$ cat src/sv/pot_pkg.sv
// pot_pkg: shared constants for the point-over-triangle normal core
// no dependencies; imported by the front, back, top-level and checker modules

package pot_pkg;

    // positions of the coordinate differences in the queue word
    localparam int DI_BX_AX  = 0;
    localparam int DI_BY_AY  = 1;
    localparam int DI_BZ_AZ  = 2;
    localparam int DI_CX_BX  = 3;
    localparam int DI_CY_BY  = 4;
    localparam int DI_CZ_BZ  = 5;
    localparam int DI_AX_CX  = 6;
    localparam int DI_AZ_CZ  = 7;
    localparam int DI_PX_BX  = 8;
    localparam int DI_PZ_BZ  = 9;
    localparam int DI_PX_CX  = 10;
    localparam int DI_PZ_CZ  = 11;
    localparam int DI_PX_AX  = 12;
    localparam int DI_PZ_AZ  = 13;
    localparam int NUM_DIFFS = 14;

    // scaled normal: 7 magnitude bits found one bit per stage
    localparam int Q_BITS    = 7;
    localparam int OUT_BITS  = 8;

    // 127^2 = 16129 = 2^14 - 2^8 + 1
    localparam int SCALE_SQ_SH_HI = 14;
    localparam int SCALE_SQ_SH_LO = 8;

    // depth of the queue between front and back
    localparam int QUEUE_DEPTH = 4;

endpackage

$ cat src/sv/pot_front.sv
// pot_front: input register stage that forms the coordinate differences
// depends on pot_pkg for the difference layout

module pot_front import pot_pkg::*; #(
    parameter int COORD_BITS = 16
) (
    input  logic                              i_clk,
    input  logic                              i_rst_n,
    input  logic                              i_valid,
    output logic                              o_ready,
    input  logic signed [COORD_BITS-1:0]      i_point_x,
    input  logic signed [COORD_BITS-1:0]      i_point_z,
    input  logic signed [COORD_BITS-1:0]      i_a_x,
    input  logic signed [COORD_BITS-1:0]      i_a_y,
    input  logic signed [COORD_BITS-1:0]      i_a_z,
    input  logic signed [COORD_BITS-1:0]      i_b_x,
    input  logic signed [COORD_BITS-1:0]      i_b_y,
    input  logic signed [COORD_BITS-1:0]      i_b_z,
    input  logic signed [COORD_BITS-1:0]      i_c_x,
    input  logic signed [COORD_BITS-1:0]      i_c_y,
    input  logic signed [COORD_BITS-1:0]      i_c_z,
    output logic                              o_push,
    input  logic                              i_full,
    output logic [NUM_DIFFS*(COORD_BITS+1)-1:0] o_data
);
    localparam int C = COORD_BITS;
    localparam int D = COORD_BITS + 1;

    logic                     r_valid;
    logic [NUM_DIFFS*D-1:0]   r_data;
    logic [NUM_DIFFS*D-1:0]   n_data;
    logic                     advance;

    function automatic logic [D-1:0] fdiff(input logic [C-1:0] a, input logic [C-1:0] b);
        fdiff = {a[C-1], a} - {b[C-1], b};
    endfunction

    // exact differences, one bit wider than the coordinates
    always_comb begin
        n_data = '0;
        n_data[DI_BX_AX*D +: D] = fdiff(i_b_x, i_a_x);
        n_data[DI_BY_AY*D +: D] = fdiff(i_b_y, i_a_y);
        n_data[DI_BZ_AZ*D +: D] = fdiff(i_b_z, i_a_z);
        n_data[DI_CX_BX*D +: D] = fdiff(i_c_x, i_b_x);
        n_data[DI_CY_BY*D +: D] = fdiff(i_c_y, i_b_y);
        n_data[DI_CZ_BZ*D +: D] = fdiff(i_c_z, i_b_z);
        n_data[DI_AX_CX*D +: D] = fdiff(i_a_x, i_c_x);
        n_data[DI_AZ_CZ*D +: D] = fdiff(i_a_z, i_c_z);
        n_data[DI_PX_BX*D +: D] = fdiff(i_point_x, i_b_x);
        n_data[DI_PZ_BZ*D +: D] = fdiff(i_point_z, i_b_z);
        n_data[DI_PX_CX*D +: D] = fdiff(i_point_x, i_c_x);
        n_data[DI_PZ_CZ*D +: D] = fdiff(i_point_z, i_c_z);
        n_data[DI_PX_AX*D +: D] = fdiff(i_point_x, i_a_x);
        n_data[DI_PZ_AZ*D +: D] = fdiff(i_point_z, i_a_z);
    end

    assign advance = !r_valid || !i_full;
    assign o_ready = advance;
    assign o_push  = r_valid && !i_full;
    assign o_data  = r_data;

    // valid bit of the front register
    always_ff @(posedge i_clk) begin
        if (!i_rst_n) begin
            r_valid <= 1'b0;
        end else if (advance) begin
            r_valid <= i_valid;
        end
    end

    // payload
    always_ff @(posedge i_clk) begin
        if (advance && i_valid) begin
            r_data <= n_data;
        end
    end

endmodule

$ cat config.mk
export PLATFORM = sky130hd
export DESIGN_NAME = pot_front
export DESIGN_NICKNAME = d
export VERILOG_FILES = /design/src/sv/pot_pkg.sv /design/src/sv/pot_front.sv
export SDC_FILE = /design/constraint.sdc
export NUM_CORES = 1
export LEC_CHECK = 0
export BUFFER_PORTS_ARGS = -buffer_cell sky130_fd_sc_hd__buf_2
export CAP_MARGIN = 40
export CORE_MARGIN = 2
export CORE_UTILIZATION = 45
export DETAILED_ROUTE_END_ITERATION = 12
export GPL_ROUTABILITY_DRIVEN = 1
export PLACE_DENSITY_LB_ADDON = 0.15
export SYNTH_ARGS = -nofsm -noshare
export SYNTH_HDL_FRONTEND = slang
export SYNTH_SLANG_ARGS = --single-unit
export TNS_END_PERCENT = 30
$ cat constraint.sdc
create_clock -name i_clk -period 14.6 [get_ports i_clk]
set_clock_uncertainty 0.15 [all_clocks]
set_input_delay 1.46 -clock i_clk [delete_from_list [all_inputs] [get_ports i_clk]]
set_output_delay 1.46 -clock i_clk [all_outputs]
set_load 0.03 [all_outputs]
== Yosys cells after proc, flatten, opt, wreduce, memory -nomap -nowiden ==
Index checks and enable logic that the tools add are counted.
Word-level totals
  flip-flop bits (word level): 239
Cells by class
  add/sub/neg operators: 14
  reduce and logical (&&, ||, !) cells: 5
Operators by type and width (count)
  $sub A16 B16 Y17: 14
  $logic_and A1 B1 Y1: 2
  $logic_not A1 Y1: 2
  $logic_or A1 B1 Y1: 1

== Depth between registers and ports, before layout ==
  depth in word-level cells: 3
  mapped depth: 10
  mapped depth without buffers: 10

== Worst setup path before layout ==
Ideal clock, no wire load.
  path kind: in2reg
  from: input port i_full
  to: register r_data[0], in the netlist o_data[0], enable pin
  library setup time: 627 ps
  path buffers: 0
  path slack: 6657 ps
  arrival: 7166 ps
  stages on the path: 2
  path through: nand2_1 and2_1
Between the ends
  longest elaborated chain between the ends: 3
Ends and longest elaborated chain
  start, declared: RTL line pot_front.sv:23  | input logic i_full,
  $logic_not A1 Y1: RTL line pot_front.sv:57  | assign advance = !r_valid || !i_full;
  $logic_or A1 B1 Y1: RTL line pot_front.sv:57
  $logic_and A1 B1 Y1: RTL line pot_front.sv:73  | if (advance && i_valid) begin
  end signal, assigned: RTL line pot_front.sv:74  | r_data <= n_data;
  end, declared: RTL line pot_front.sv:30  | logic [NUM_DIFFS*D-1:0] r_data;
No other way between the ends.
A chain may end at the register's enable or synchronous reset.

== Worst setup path in the final report ==
  from: input port i_b_z[0]
  to: register r_data[50], in the netlist o_data[50] (data pin)
Between the ends
  longest elaborated chain between the ends: 1
Ends and longest elaborated chain
  start, declared: RTL line pot_front.sv:18  | input logic signed [COORD_BITS-1:0] i_b_z,
  $sub A16 B16 Y17: RTL line pot_front.sv:35  | fdiff = {a[C-1], a} - {b[C-1], b};
  via n_data[50]: RTL line pot_front.sv:31  | logic [NUM_DIFFS*D-1:0] n_data;
The timed path passes the listed nets, and every way through them passes these cells.

==> reports/qor.txt <==
power share of the clock group = 30.4%
FF+latch count, synth = 239
Nets = 2656
worst vdd ir = 0.000103 V
Multi-input gate area = 9990 um2
final core occ = 54.8%
Slew @ Worst Pin = 0.799 ns
Post-Layout Cell Count = 2785
Slew HR = 46.2%
fraction of the mapped netlist area in simple logic gates = 11.8%
GPL Wtd Cong = 0.960
Post-Syn Nets = 2224
clk buf depth = 3
Synth cell types = 64
Reg area = 7170 um2
core area = 39600 um2
Worst Path Max Fanout = 3
vias in the first global route = 15100
post-synthesis mux area share = 0.292%
Leak = 0.0102 uW
H-Tree Depth = 1
combinational power share = 33.2%
initial DRC count = 751
final hold vios = 0
WS Path Type = primary input to register
YS warnings = 0
Setup Buffers After CTS = 0
P per Cell Area = 114 nW/um2
crit end category = register
Synth area leader = edfxtp_1
Placement Rows = 73
CTS Sinks = 239
Yosys top cell area share = 39.7%
Post-Synth XOR/XNOR Area = 7.69%
grt total ovfl = 0
Worst Setup Start Kind = primary input
IO buf count = 419
vias = 15200
Critical Path RT = 14.77 ns
Min-Delay Path Class = register to register
first-pass GRT wire length = 78.7 mm
Post-DRT Antenna Nets = 0
Mapped Cells = 1806
# IOs = 420
hold slack = 0.391 ns
Vert. Die Dim = 204 um
Synth Cell Area = 18000 um2
fillcell total = 3628
Synth area leaders = edfxtp_1 40%, ha_1 16%, xnor2_1 5.7%
sequential cell fraction of total power = 36.4%
Hold-fix buffers, CTS = 0
Final setup viols = 0
EDFF count, synth = 238
clock latency on the worst-skew pair = 0.57 ns
max-slew violations = 0
Max Freq = 262 MHz
Total GRT Usage = 24.2%
placed insts = 2733
crit path buf inv count = 2
layout cells sized above 1 = 21.7%
die width = 204 um
initial antenna violation count = 2
sequential area share after synthesis = 39.8%
internal power = 1640 uW
Sw Ratio = 34.1%
Pre-antenna DRT Iters = 5
main combinational cell family by area after synthesis = compound AO/OA/AOI/OAI gates
Setup TNS = 0 ns
routed length per instance = 18.6 um
Reg clk slew, reported paths = 0.06 ns
Vias/cell = 5.46
Adder-Cell Fraction of Synth Area = 17.1%
Net Switching = 849 uW
largest incremental delay on the critical path = 0.42 ns
Num CTS Buffers = 28
family with the most delay on the worst path = simple AND/OR/NAND/NOR gates
PostCTS Resize Cnt = 0
drt drc = 0
CTS root buffer = clkbuf_16
Area growth, synth to finish = 20.7%
CP arrival = 3.99 ns
post-synthesis async set-or-reset flop share = 0%
largest net degree at the start of global routing = 68
post-synthesis area per instance = 9.97 um2
CP Cell Sequence = buf_2 > inv_1 > ha_1 > fa_1 > nand2b_1 > a21oi_1 > o2111ai_1 > and3_1 > nor3_1 > a41oi_1 > mux2_2
compound-gate portion of the synthesized area = 18.6%
Max Cap Viol = 0
status = completed
CTS tree = yes
most used flip-flop cell after synthesis = edfxtp_1
final period utilization = 26.2%
unrepaired setup endpoints after global routing = false
die area = 41600 um2
CP max stage cell = fa_1
Detail Placement HPWL = 42.4 mm
Initial Utilization = 45.4%
minimum clock period = 3.82 ns
routed wire length = 51.8 mm
## worst reg2reg max path: stages (launching register included)
cell and delay (ns):
dfxtp_1 0.32, nand2_1 0.07, and2_4 0.54, buf_4 0.75
buf_4 0.39, buf_16 0.31
## final cells by class
class,instances,area share (%)
clock inverters,19,1.17
multi-input cells,1342,46.0
clock buffers,32,3.39
diodes,1,0.0115
flip-flops and latches,239,33.0
well taps,525,3.02
inverters,204,3.53
repair buffers,423,9.89
## cell usage after synthesis (11+ instances only)
library cell  number
ha_1             224
nor2b_1           45
o21a_1            47
and3_1            19
nand2b_1          28
fa_1              14
edfxtp_1         238
xnor2_1          117
a21o_1            83
nor3_1            48
a211oi_1          16
a21oi_1          149
clkbuf_1          21
nand3_1           26
nand2_1           93
a41oi_1           11
o21ai_0           78
xor2_1            41
a31oi_1           12
nor2_1           119
or3_1             12
inv_1            204
## routing by layer
metal  vias to the layer above  GRT usage (%)  share of wire [%]
li1                       7456              -                  -
met1                      7185           30.2                 42
met2                       493           42.3                 48
met3                        84           4.40                7.0
met4                         2           7.92                2.9
met5                         -              0              0.025
## per-stage QoR
| stage | power [uW] | cell area (um2) | setup slack (ns) |
|---|---|---|---|
| 2_1_floorplan | 1510 | 18000 | 6.66 |
| 3_3_place_gp | 1730 | 20700 | 10.14 |
| 3_5_place_dp | 1740 | 20700 | 10.20 |
| 4_1_cts | 2500 | 21700 | 10.80 |
| 5_1_grt | 2610 | 21700 | 10.66 |
| 6_report | 2490 | 21700 | 10.78 |
## power groups by stage
stage          logic [uW]  registers, uW  clock network [uW]
2_1_floorplan         409           1100                   0
3_3_place_gp          810            918                   0
3_5_place_dp          820            918                   0
4_1_cts               825            905                 772
5_1_grt               900            911                 796
6_report              826            904                 756
## placed cells by master, fill, tap and decap left out, types with 10 or more instances in the layout
master	instances
a21oi_1	149
ha_1	224
nand2b_1	28
edfxtp_1	238
nand3_1	26
a211oi_1	16
a41oi_1	11
a31oi_1	12
o31a_1	10
nor3_1	48
nand4_1	10
clkbuf_16	29
and3_1	19
o21ai_0	78
inv_1	204
nor4_1	10
nor2b_1	45
or2_2	10
o21a_1	47
a21o_1	83
xor2_1	41
or3_1	12
xnor2_1	117
fa_1	14
buf_2	419
nor2_1	119
nand2_1	93
## flip-flops by register name (all words and copies together), names as in the netlist
register  cells
o_data      238
r_valid       1
## kinds of logic after synthesis
| group | after synthesis |
|---|---|
| AO/OA/AOI/OAI | 506 |
| multiplexers | 5 |
| flip-flops | 239 |
| XOR/XNOR | 158 |
| AND/OR/NAND/NOR | 435 |
| adder cells (fa/ha/maj) | 238 |
| buffers and inverters | 225 |
## path summary, 6_finish.rpt
| path | from | endpoint | slack, ns | depth (start not counted) |
|---|---|---|---|---|
| max reg2reg | r_valid | o_data[221] | 11.65 | 5 |
| min | r_valid | r_valid | 0.39 | 2 |
| max | i_b_z[0] | o_data[50] | 10.78 | 11 |
| min reg2reg | r_valid | r_valid | 0.39 | 2 |
No activity file was read; power rests on OpenSTA's default activity.
