[src/sv/pot_queue.sv]
// pot_queue: small register queue between the front and back parts
// no package dependencies

module pot_queue #(
    parameter int WIDTH = 8,
    parameter int DEPTH = 4
) (
    input  logic             i_clk,
    input  logic             i_rst_n,
    input  logic             i_push,
    input  logic [WIDTH-1:0] i_data,
    output logic             o_full,
    input  logic             i_pop,
    output logic             o_empty,
    output logic [WIDTH-1:0] o_data
);
    localparam int AW = $clog2(DEPTH);

    logic [WIDTH-1:0] r_slot [0:DEPTH-1];
    logic [AW-1:0]    r_wr_ptr, r_rd_ptr;
    logic [AW:0]      r_count;
    logic             do_push, do_pop;

    assign o_full  = (r_count == (AW+1)'(DEPTH));
    assign o_empty = (r_count == '0);
    assign o_data  = r_slot[r_rd_ptr];
    assign do_push = i_push && !o_full;
    assign do_pop  = i_pop && !o_empty;

    // pointers and fill count
    always_ff @(posedge i_clk) begin
        if (!i_rst_n) begin
            r_wr_ptr <= '0;
            r_rd_ptr <= '0;
            r_count  <= '0;
        end else begin
            if (do_push) begin
                r_wr_ptr <= (r_wr_ptr == AW'(DEPTH-1)) ? '0 : r_wr_ptr + 1'b1;
            end
            if (do_pop) begin
                r_rd_ptr <= (r_rd_ptr == AW'(DEPTH-1)) ? '0 : r_rd_ptr + 1'b1;
            end
            if (do_push && !do_pop) begin
                r_count <= r_count + 1'b1;
            end else if (do_pop && !do_push) begin
                r_count <= r_count - 1'b1;
            end
        end
    end

    // slot storage
    always_ff @(posedge i_clk) begin
        if (do_push) begin
            r_slot[r_wr_ptr] <= i_data;
        end
    end

endmodule

[config.mk]
export PLATFORM = sky130hd
export DESIGN_NAME = pot_queue
export DESIGN_NICKNAME = d
export VERILOG_FILES = /design/src/sv/pot_queue.sv
export SDC_FILE = /design/constraint.sdc
export NUM_CORES = 1
export LEC_CHECK = 0
export ABC_AREA = 1
export BUFFER_PORTS_ARGS = -buffer_cell sky130_fd_sc_hd__buf_2
export CAP_MARGIN = 20
export CORE_ASPECT_RATIO = 0.6
export CORE_MARGIN = 2
export CORE_UTILIZATION = 25
export CTS_CLUSTER_DIAMETER = 30
export DETAILED_ROUTE_END_ITERATION = 12
export SLEW_MARGIN = 5
export SYNTH_ARGS = -nofsm -noshare
export SYNTH_HDL_FRONTEND = slang
export SYNTH_SLANG_ARGS = --single-unit
[constraint.sdc]
create_clock -name i_clk -period 2.1 [get_ports i_clk]
set_clock_uncertainty 0.05 [all_clocks]
set_input_delay 0.21 -clock i_clk [delete_from_list [all_inputs] [get_ports i_clk]]
set_output_delay 0.21 -clock i_clk [all_outputs]
set_load 0.02 [all_outputs]
# After elaboration in Yosys (flattened, before gate mapping)
# Memory sizes are Yosys's and may differ from the RTL's. A register that Yosys moved wholly into a read port is not among the register bits.
# Cells that the tools add are included.
word_totals:
  in_bits: 12
  wordCells: 29
  memories: 1
  reg_bits: 7
  ramBits: 32
classes:
  eq_ne: 3
  add_sub_neg: 4
  muxes: 8
  reduce_logical: 10
mem_list:
  columns: ["name", "depth", "width", "read_ports", "rd_clocked_by_memory_dff", "write_ports", "line", "rtl"]
  rows:
  - ["r_slot", 4, 8, 1, 1, 1, "19", "logic [WIDTH-1:0] r_slot [0:DEPTH-1];"]
op_table:
  columns: ["operator", "n"]
  rows:
  - ["two-way mux 2 bit", 4]
  - ["two-way mux 3 bit", 2]
  - ["adder 2 x 1 -> 2 bit, second input constant", 2]
  - ["== test 2 bit, second input constant", 2]
  - ["logical AND 1 bit", 4]
  - ["logical NOT 1 bit", 4]
  - ["adder 3 x 1 -> 3 bit, second input constant", 1]
  - ["== test 3 bit, second input constant", 1]
  - ["logical NOT 3 bit", 1]
  - ["subtractor 3 x 1 -> 3 bit, second input constant", 1]
  - ["two-way mux 1 bit", 2]
  - ["nonzero test 2 bit", 1]

# Logic depth before layout (Yosys ltp)
# Gate-level depths: netlist of the first run.
depth:
  depth_word: 7
  ltp_mapped: 13

# Least setup slack after synthesis of the first run
# Ideal clock, no wire load.
synth_path:
  kind: "reg-to-reg"
  startpoint: "register r_count[1]"
  endpoint: "register r_count[1]"
  stages_incl_launch_ff: 10
  setup_time_ps: 116
  period_less_slack_ps: 1740
  arrival_ps: 1574
  slack_ps: 360
  cell_sequence: "dfxtp_1 -> nor2_1 -> nand2_1 -> nand2_2 -> inv_1 -> ha_1 -> inv_1 -> fa_1 -> o21ai_0 -> nor2_1"
synth_via:
  elab_chain_cells: 6
synth_rtl:
  columns: ["item", "line", "rtl"]
  rows:
  - ["start, declared", "21", "logic [AW:0] r_count;"]
  - ["start signal, assigned", "44", "r_count <= r_count + 1'b1;"]
  - ["start signal, assigned", "46", "r_count <= r_count - 1'b1;"]
  - ["== test 3 bit *", "24", "assign o_full = (r_count == (AW+1)'(DEPTH));"]
  - ["logical NOT 1 bit *", "27", "assign do_push = i_push && !o_full;"]
  - ["logical AND 1 bit *", "27", null]
  - ["via do_push", "22", "logic do_push, do_pop;"]
  - ["logical NOT 1 bit", "45", "end else if (do_pop && !do_push) begin"]
  - ["logical AND 1 bit", "45", null]
  - ["nonzero test 2 bit (no line)", null, null]
# Mark *: on every way through the listed nets, which the timed path passes. The rest lies on a longest branch. The select of a mux whose other input is x is not followed.
# A chain may end at the register's enable or synchronous reset.

# Worst setup path after layout of the first run
# Ends and elaborated chain as after synthesis.

==> results of run 1 <==
how the worst max path moves through the flow:
| stage | start | endpoint | slack (ns) |
|---|---|---|---|
| 2_1_floorplan | r_count[1] | r_count[1] | 0.36 |
| 3_3_place_gp | r_count[1] | r_count[1] | 0.27 |
| 3_5_place_dp | r_count[1] | r_count[1] | 0.21 |
| 4_1_cts | r_count[1] | r_count[1] | 0.20 |
| 5_1_grt | r_count[1] | r_count[1] | 0.02 |
| 6_report | r_count[1] | r_count[1] | 0.20 |
metal layers:
layer	part of all wire, %	global-route usage, %	vias to the layer above	routed length [um]
met3	5.8	3.38	7	179
met4	2.0	5.63	0	61
met1	54	13.3	463	1660
li1	-	-	561	-
met5	0	0	-	0
met2	38	12.3	22	1180
kinds of logic after synthesis:
| family | Yosys count |
|---|---|
| and+or+nand+nor | 51 |
| adders and majority gates | 7 |
| AOI/OAI and AO/OA | 28 |
| DFF | 41 |
| buffers and inverters | 21 |
worst max-delay path: stages (launching register included):
cell     delay (ns)
dfxtp_1        0.34
nor2_1         0.16
nand2_1        0.14
nand2_2        0.15
inv_1          0.06
ha_1           0.20
inv_1          0.08
fa_1           0.41
o21ai_0        0.16
nor2_1         0.05
power breakdown:
part           switching (uW)  internal, uW
clock network             297           556
logic                     551           294
registers                90.1          1010
synth_stat cells:
| master | instances | share of area (%) |
|---|---|---|
| ha_1 | 6 | 4.4 |
| nand3_1 | 1 | 0.30 |
| edfxtp_1 | 32 | 57 |
| fa_1 | 1 | 1.2 |
| nand3b_1 | 1 | 0.44 |
| o21ai_2 | 3 | 1.6 |
| nand4_1 | 1 | 0.37 |
| o22ai_1 | 8 | 3.0 |
| o21ai_0 | 14 | 4.1 |
| nand2_1 | 14 | 3.1 |
| inv_1 | 18 | 4.0 |
| inv_2 | 1 | 0.22 |
| nand2_2 | 1 | 0.37 |
| buf_6 | 2 | 1.3 |
| dfxtp_1 | 9 | 11 |
| nor2_1 | 33 | 7.3 |
| a21oi_1 | 2 | 0.59 |
| o21ai_1 | 1 | 0.30 |
sequential cells by signal, indices dropped and copies added (netlist names), named ones only:
name and cells:
r_rd_ptr 2, r_slot 32, r_wr_ptr 2, r_count 3
per-stage QoR:
stage	utilization (%)	total power (uW)
CTS	31.6	2840
floorplan	-	1710
detailed placement	29.0	1970
global route	31.6	2980
global placement	29.0	1960
finish	31.6	2800
final cells by class:
class                           instances  area share [%]
Sequential cell                        41            54.6
Multi-Input combinational cell         86            21.9
Timing Repair Buffer                   26            6.83
Clock buffer                            5            5.99
Tap cell                               87            5.21
Inverter                               19            3.42
Clock inverter                          3            1.98
==> key figures, run 1 <==
Logic synthesis
  – Syn_nets: 167
  – Ys Warns: 0
  – Yosys cell types: 18
  – Gate Count Post-Synth: 148
  – Post-synthesis mux area share: 0%
  – #FFs+latches synth: 41
  – Main combinational cell family by area after synthesis: simple AND/OR/NAND/NOR gates
  – Adder-Cell Fraction of Synth Area: 5.62%
  – Xor/xnor share of the synthesized area: 0%
  – Post-Synth Simple-Gate Area: 11.9%
  – Compound-gate portion of the synthesized area: 9.53%
  – Post-Syn Area: 1690 um^2
  – Syn_area_per_cell: 11.4 um^2
  – Post-synthesis sequential area ratio: 67.4%

CTS
  – Hold_buf cts: 0
  – Reg clk slew, reported paths: 0.06 ns
  – Clock Tree Buf Depth: 2
  – Post-CTS sizing: 0
  – TritonCTS clock tree: done
  – Cts bufs inserted: 5
  – CTS H-Tree Depth: 2
  – Clock Sinks: 41
  – Post-CTS setup buffers: 0
  – CTS root buf: clkbuf_16
  – Skew-Pair Late Insertion Delay: 0.28 ns

Critical path
  – Setup crit end kind: flip-flop
  – CP Data Required Time: 2.23 ns
  – Crit path DAT: 2.03 ns
  – Flop2flop setup slack: 0.20 ns
  – Worst r2r src: r_count[1]
  – Critical Path Source Type: flip-flop
  – Critical path class: flip-flop to flip-flop
  – Worst reg-to-reg path cell count: 9
  – Reg2reg end: r_count[1]
  – Worst-path fanout max: 7

Place
  – Placed cells: 259
  – Placer Congestion: 0.744
  – PortBufs: 21
  – Dpl cell area: 1920 um^2
  – DP HPWL: 2160 um
  – DP Worst Slack: 0.212 ns

STA
  – Final hold violations: 0
  – Max Clk Rate: 0.526 GHz
  – Final setup fails: 0
  – Max-slew violations: 0
  – Least-Margin Pin Slew: 0.333 ns
  – Final Cycle Share: 90.5%
  – RSZ-0062 raised after global routing: false
  – Relative slew margins: 77.8%
  – Hold_ws: 0.0972 ns
  – Final min period: 1.90 ns
  – Final worst slack: 0.199 ns
  – Setup TNS: 0 ns

Layout
  – Leading cell types in the layout, fill and taps excluded: nor2_1 (33), edfxtp_1 (32), buf_2 (21)
  – Number of nets in the finished design: 198
  – Fill count: 686
  – Layout area overhead: 23.4%
  – Design Area, Final: 2090 um^2
  – Multi-input combinational cell area: 458 um^2
  – Finished Layout Cells: 267
  – Layout cell share with drive strength beyond 1: 21.1%
  – Number of antenna diodes: 0
  – Commonest non-fill, non-tap cell in the layout: nor2_1
  – Area occupied by registers: 1140 um^2

GRT
  – First-pass GRT wire length: 5000 um
  – Initial antenna violation count: 0
  – GR Util All Layers: 9.47%
  – Gr ovfl total: 0
  – Largest net degree at the start of global routing: 17
  – Vias in the first global route: 1015

Route
  – Wire length per cell: 11.5 um
  – DRT Wirelength: 3080 um
  – DRC: 0
  – Antenna Nets Post-Route: 0
  – Vias: 1053
  – Iter 0 DRT Violations: 51
  – First-pass iteration count of the detailed router: 4
  – Post-DR vias/cell: 3.94

Power and ir drop
  – P per Cell Area: 1340 nW/um^2
  – Maximum vdd ir drop: 0.577 mV
  – Pleak: 0.000836 uW

Min path
  – Worst Hold Class: input port to flip-flop
  – Worst hold stages: 1
  – Min-delay src: i_data[5]
  – Hold Crit Endpoint: r_slot[3][5]

Floorplan
  – Die width: 110 um
  – Die area: 7470 um^2
  – Initial Util: 25.6%
  – Core Region: 6620 um^2
  – Row count: 23
  – Die Ht: 67.7 um
  – I/O pin cnt: 22

Job
  – Max-cap violations: 0

Outcome
  – Outcome: complete, no violations
Power figures use the tool's default switching activity.
==> run 2, diff against run 1 <==
Settings changed: ABC_AREA 1 to unset.
==> key figures, run 2 <==
Outcome
  – Outcome: complete, no violations

Route
  – Iter 0 DRT Violations: 26
  – Metal2 WL: 1520 um
  – Highest routed metal layer: met4
  – Wl on met1: 1290 um
  – DRC: 0
  – Vias: 864
  – Metal3 WL: 116 um
  – Antenna Nets Post-Route: 0
  – Wire length per cell: 14.5 um
  – First-pass iteration count of the detailed router: 4
  – Post-DR vias/cell: 4.17
  – DRT Wirelength: 3000 um

Min path
  – Hold Crit Endpoint: r_slot[1][5]
  – Worst Hold Class: input port to flip-flop
  – Worst hold stages: 1
  – Min-delay src: i_data[5]

GRT
  – GR Util All Layers: 9.30%
  – Vias in the first global route: 947
  – Largest net degree at the start of global routing: 14
  – First-pass GRT wire length: 4730 um
  – Initial antenna violation count: 0
  – Gr ovfl total: 0

Layout
  – Max FFs per register: 32
  – Layout cell share with drive strength beyond 1: 39.0%
  – Number of antenna diodes: 0
  – Number of nets in the finished design: 141
  – Largest regs: r_slot x32, r_count x3
  – Commonest non-fill, non-tap cell in the layout: edfxtp_1
  – Leading cell types in the layout, fill and taps excluded: edfxtp_1 (32), buf_2 (21), mux4_2 (8)
  – Largest Register: r_slot
  – Layout area overhead: 22.3%
  – Fill count: 595

CTS
  – CTS root buf: clkbuf_8
  – Hold_buf cts: 0
  – Cts bufs inserted: 5
  – Clock Tree Buf Depth: 2
  – Clock Sinks: 41
  – TritonCTS clock tree: done
  – CTS H-Tree Depth: 2
  – Skew-Pair Late Insertion Delay: 0.29 ns
  – Reg clk slew, reported paths: 0.08 ns

STA
  – Max Clk Rate: 0.495 GHz
  – Final min period: 2.02 ns
  – Least-Margin Pin Slew: 0.482 ns
  – Final setup fails: 0
  – Final Cycle Share: 96.2%
  – Relative slew margins: 67.9%
  – Final hold violations: 0
  – Final worst slack: 0.0795 ns
  – Max-slew violations: 0
  – RSZ-0062 raised after global routing: true
  – Hold_ws: 0.0769 ns
  – Setup TNS: 0 ns

Critical path
  – Flop2flop setup slack: 0.08 ns
  – Worst r2r src: r_count[2]
  – Critical Path Source Type: flip-flop
  – Critical path class: flip-flop to flip-flop
  – Critical-path cell list: nor3b_2 -> nor2b_1 -> ha_2 -> inv_1 -> fa_2 -> xor2_1 -> or3_1 -> a21boi_1
  – Crit path max-delay family: simple AND/OR/NAND/NOR gates
  – Worst-path fanout max: 5
  – Slowest-stage cell, CP: dfxtp_4
  – Reg2reg end: r_count[2]
  – Worst reg-to-reg path cell count: 8
  – Buf/Inv on CP: 1
  – Setup crit end kind: flip-flop
  – Worst path max stage delay: 0.37 ns
  – CP Data Required Time: 2.27 ns
  – Crit path DAT: 2.19 ns

Power and ir drop
  – Clock power share: 25.6%
  – Part of the power in combinational logic: 29.1%
  – Maximum vdd ir drop: 0.373 mV
  – Pleak: 0.000712 uW
  – Sequential share of power: 45.2%
  – P per Cell Area: 1210 nW/um^2
  – Net Sw Frac: 30.3%
  – Sw Pwr: 731 uW
  – Pint: 1680 uW

Place
  – DP HPWL: 2130 um
  – Placer Congestion: 0.664
  – PortBufs: 21
  – DP Worst Slack: 0.000507 ns

Logic synthesis
  – Syn_area_per_cell: 17.5 um^2
  – Post-Synth Simple-Gate Area: 6.60%
  – Gate Count Post-Synth: 93
  – Ys Warns: 0
  – Post-synthesis sequential area ratio: 70.0%
  – Post-synth top cells: edfxtp_1 (32), dfxtp_1 (9), mux4_2 (8), ha_1 (6), nand2_1 (6)
  – Xor/xnor share of the synthesized area: 1.07%
  – Synth async-reset ratio: 0%
  – Adder-Cell Fraction of Synth Area: 5.83%
  – Most used DFF post-synth: edfxtp_1
  – Post-synth EDFFs: 32
  – Syn_nets: 112
  – Main combinational cell family by area after synthesis: multiplexers
  – Compound-gate portion of the synthesized area: 1.84%
  – Synth top area share: 58.9%
  – Yosys cell types: 23
  – Post-synthesis mux area share: 12.9%
  – Leading area contributor after synthesis: edfxtp_1
  – #FFs+latches synth: 41
  – Ranking of synthesized cells by area: edfxtp_1 (59%), dfxtp_1 (11%), mux4_2 (11%)
  – Most common cell in the synthesized netlist: edfxtp_1
  – Post-Syn Area: 1630 um^2

Floorplan
  – Die width: 108 um
  – Initial Util: 26.3%
  – Die area: 7200 um^2
  – I/O pin cnt: 22
  – Row count: 22
  – Core Region: 6190 um^2
  – Die Ht: 66.6 um

Job
  – Max-cap violations: 0
run 2: cell type report:
type,instances,area [um^2],area share [%]
Inverter,3,11.3,0.565
Sequential cell,41,1150,57.6
Multi-Input combinational cell,45,479,24.0
Clock inverter,2,35.0,1.76
Tap cell,84,105,5.27
Clock buffer,6,72.6,3.64
Timing Repair Buffer,26,143,7.16
run 2: power groups by stage:
stage	registers, uW	clock network, uW	logic, uW
floorplan	1070	0	483
global placement	1080	0	643
detailed placement	1100	0	693
CTS	1090	630	709
global route	1110	669	770
finish	1090	619	704
run 2: worst max-delay path by stage:
stage	from	endpoint	slack [ns]	cells after the start
global route	r_count[2]	r_count[2]	-0.001	8
finish	r_count[2]	r_count[2]	0.08	8
CTS	r_count[2]	r_count[2]	0.01	8
global placement	r_count[2]	r_count[2]	0.16	8
floorplan	r_count[1]	r_count[2]	0.01	9
detailed placement	r_count[2]	r_count[2]	0.0005	8
run 2: metrics by stage:
step / instance area [um^2] / power (uW) / instances / util, %
2_1_floorplan: 1640 / 1550 / 93 / -
3_3_place_gp: 1860 / 1720 / 198 / 30.0
3_5_place_dp: 1860 / 1790 / 198 / 30.0
4_1_cts: 1990 / 2430 / 207 / 32.1
5_1_grt: 1990 / 2550 / 207 / 32.2
6_report: 1990 / 2420 / 207 / 32.2
run 2: routing by layer:
metal	up-vias	global-route usage, %
met2	27	16.2
met3	7	2.74
met5	-	0
li1	404	-
met4	0	5.29
met1	426	10.3
run 2: kinds of logic after synthesis:
group,count (synthesis)
flip-flops,41
AND/OR/NAND/NOR,20
adder cells (fa/ha/maj),7
buffers and inverters,7
AO/OA/AOI/OAI,5
multiplexers,11
XOR/XNOR,2
run 2: repair_timing:
action,in CTS,in global routing
setup buffers,1,0
gates resized for setup,3,4
pin swaps,0,1
setup endpoints to repair,1,1
==> run 3, diff against run 2 <==
Settings changed: RECOVER_POWER set to 100.
==> key figures, run 3 (same netlist as run 2, synthesis figures left out) <==
Outcome
  – Outcome: complete, no violations

Layout
  – Number of antenna diodes: 0
  – Commonest non-fill, non-tap cell in the layout: edfxtp_1
  – Design Area, Final: 1980 um^2
  – Max FFs per register: 32
  – Number of nets in the finished design: 141
  – Largest regs: r_slot x32, r_count x3
  – Layout area overhead: 21.6%
  – Leading cell types in the layout, fill and taps excluded: edfxtp_1 (32), buf_2 (13), clkbuf_1 (9)
  – Fill count: 599
  – Layout cell share with drive strength beyond 1: 32.5%
  – Largest Register: r_slot

GRT
  – GR Util All Layers: 9.30%
  – Initial antenna violation count: 0
  – Vias in the first global route: 947
  – Gr ovfl total: 0
  – First-pass GRT wire length: 4730 um
  – Largest net degree at the start of global routing: 14

Critical path
  – Slowest-stage cell, CP: dfxtp_4
  – Critical Path Source Type: flip-flop
  – Crit path max-delay family: simple AND/OR/NAND/NOR gates
  – Critical path class: flip-flop to flip-flop
  – Critical-path cell list: nor3b_2 -> nor2b_1 -> ha_2 -> inv_1 -> fa_2 -> xor2_1 -> or3_1 -> a21boi_1
  – Crit path DAT: 2.19 ns
  – Buf/Inv on CP: 1
  – CP Data Required Time: 2.27 ns
  – Worst path max stage delay: 0.37 ns
  – Setup crit end kind: flip-flop
  – Worst-path fanout max: 5

STA
  – Max Clk Rate: 0.495 GHz
  – Final setup fails: 0
  – Final Cycle Share: 96.2%
  – Final hold violations: 0
  – Relative slew margins: 69.1%
  – RSZ-0062 raised after global routing: true
  – Hold_ws: 0.119 ns
  – Least-Margin Pin Slew: 0.464 ns
  – Max-slew violations: 0
  – Final min period: 2.02 ns

Job
  – Max-cap violations: 0

Min path
  – Worst Hold Class: input port to flip-flop

Route
  – Metal3 WL: 126 um
  – DRT Wirelength: 2970 um
  – Wire length per cell: 14.4 um
  – DRC: 0
  – First-pass iteration count of the detailed router: 4
  – Metal2 WL: 1530 um
  – Wl on met1: 1240 um
  – Vias: 863
  – Post-DR vias/cell: 4.17
  – Antenna Nets Post-Route: 0
  – Iter 0 DRT Violations: 27
  – Highest routed metal layer: met4

Floorplan
  – Initial Util: 26.3%
  – Row count: 22
  – Die area: 7200 um^2
  – Die width: 108 um
  – I/O pin cnt: 22
  – Core Region: 6190 um^2
  – Die Ht: 66.6 um

CTS
  – CTS H-Tree Depth: 2
  – CTS root buf: clkbuf_8
  – Cts bufs inserted: 5
  – Skew-Pair Late Insertion Delay: 0.29 ns
  – Clock Tree Buf Depth: 2
  – Clock Sinks: 41
  – TritonCTS clock tree: done
  – Reg clk slew, reported paths: 0.08 ns

Place
  – Placer Congestion: 0.664
  – Dpl cell area: 1860 um^2
  – DP HPWL: 2130 um
  – PortBufs: 21

Power and ir drop
  – Total power: 2410 uW
  – Maximum vdd ir drop: 0.385 mV
  – Pleak: 0.000690 uW
  – P per Cell Area: 1210 nW/um^2
## run 3: cell types whose count changed in the layout (fill, tap and decap cells not counted)
cell and delta:
buf_2 -8, clkbuf_1 +8
## run 3: layout make-up
cell class                 instances  area, um^2  area share [%]
multi-input combinational         45         479            24.2
sequential                        41        1150            57.9
clock buffer                       6        72.6            3.66
inverter                           3        11.3           0.568
timing repair buffer              26         133            6.69
clock inverter                     2        35.0            1.77
tap                               84         105            5.30
## run 3: metrics by stage
stage / TNS [ns] / utilization (%) / setup WS [ns] / instances
3_3_place_gp: 0 / 30.0 / 0.156 / 198
3_5_place_dp: 0 / 30.0 / 0.000507 / 198
6_report: 0 / 32.0 / 0.0796 / 207
4_1_cts: 0 / 32.1 / 0.0138 / 207
2_1_floorplan: 0 / - / 0.0134 / 93
5_1_grt: -0.00121 / 32.0 / -0.00121 / 207
## run 3: timing repair
action,4_1_cts,5_1_grt
hold buffers,0,0
pin swaps,0,1
setup endpoints to repair,1,1
resized for setup,3,4
gates cloned,0,0
setup buffers,1,0
## run 3: worst paths after layout
kind | from | to | slack (ns) | cells past startpoint
hold / removal | i_data[5] | r_slot[1][5] | 0.12 | 1
setup reg to reg | r_count[2] | r_count[2] | 0.08 | 8
setup / recovery | r_count[2] | r_count[2] | 0.08 | 8
hold reg to reg | r_wr_ptr[1] | r_wr_ptr[1] | 0.48 | 2
## run 3: report_power, final
group	switching, uW	internal, uW
Sequential	87.7	1000
Clock	263	353
Combinational	375	324
Total	725	1680
## run 3: routing by layer
| metal | up-vias | GRT usage [%] |
|---|---|---|
| met3 | 7 | 2.74 |
| met2 | 25 | 16.2 |
| met5 | - | 0 |
| met1 | 427 | 10.3 |
| met4 | 0 | 5.29 |
| li1 | 404 | - |
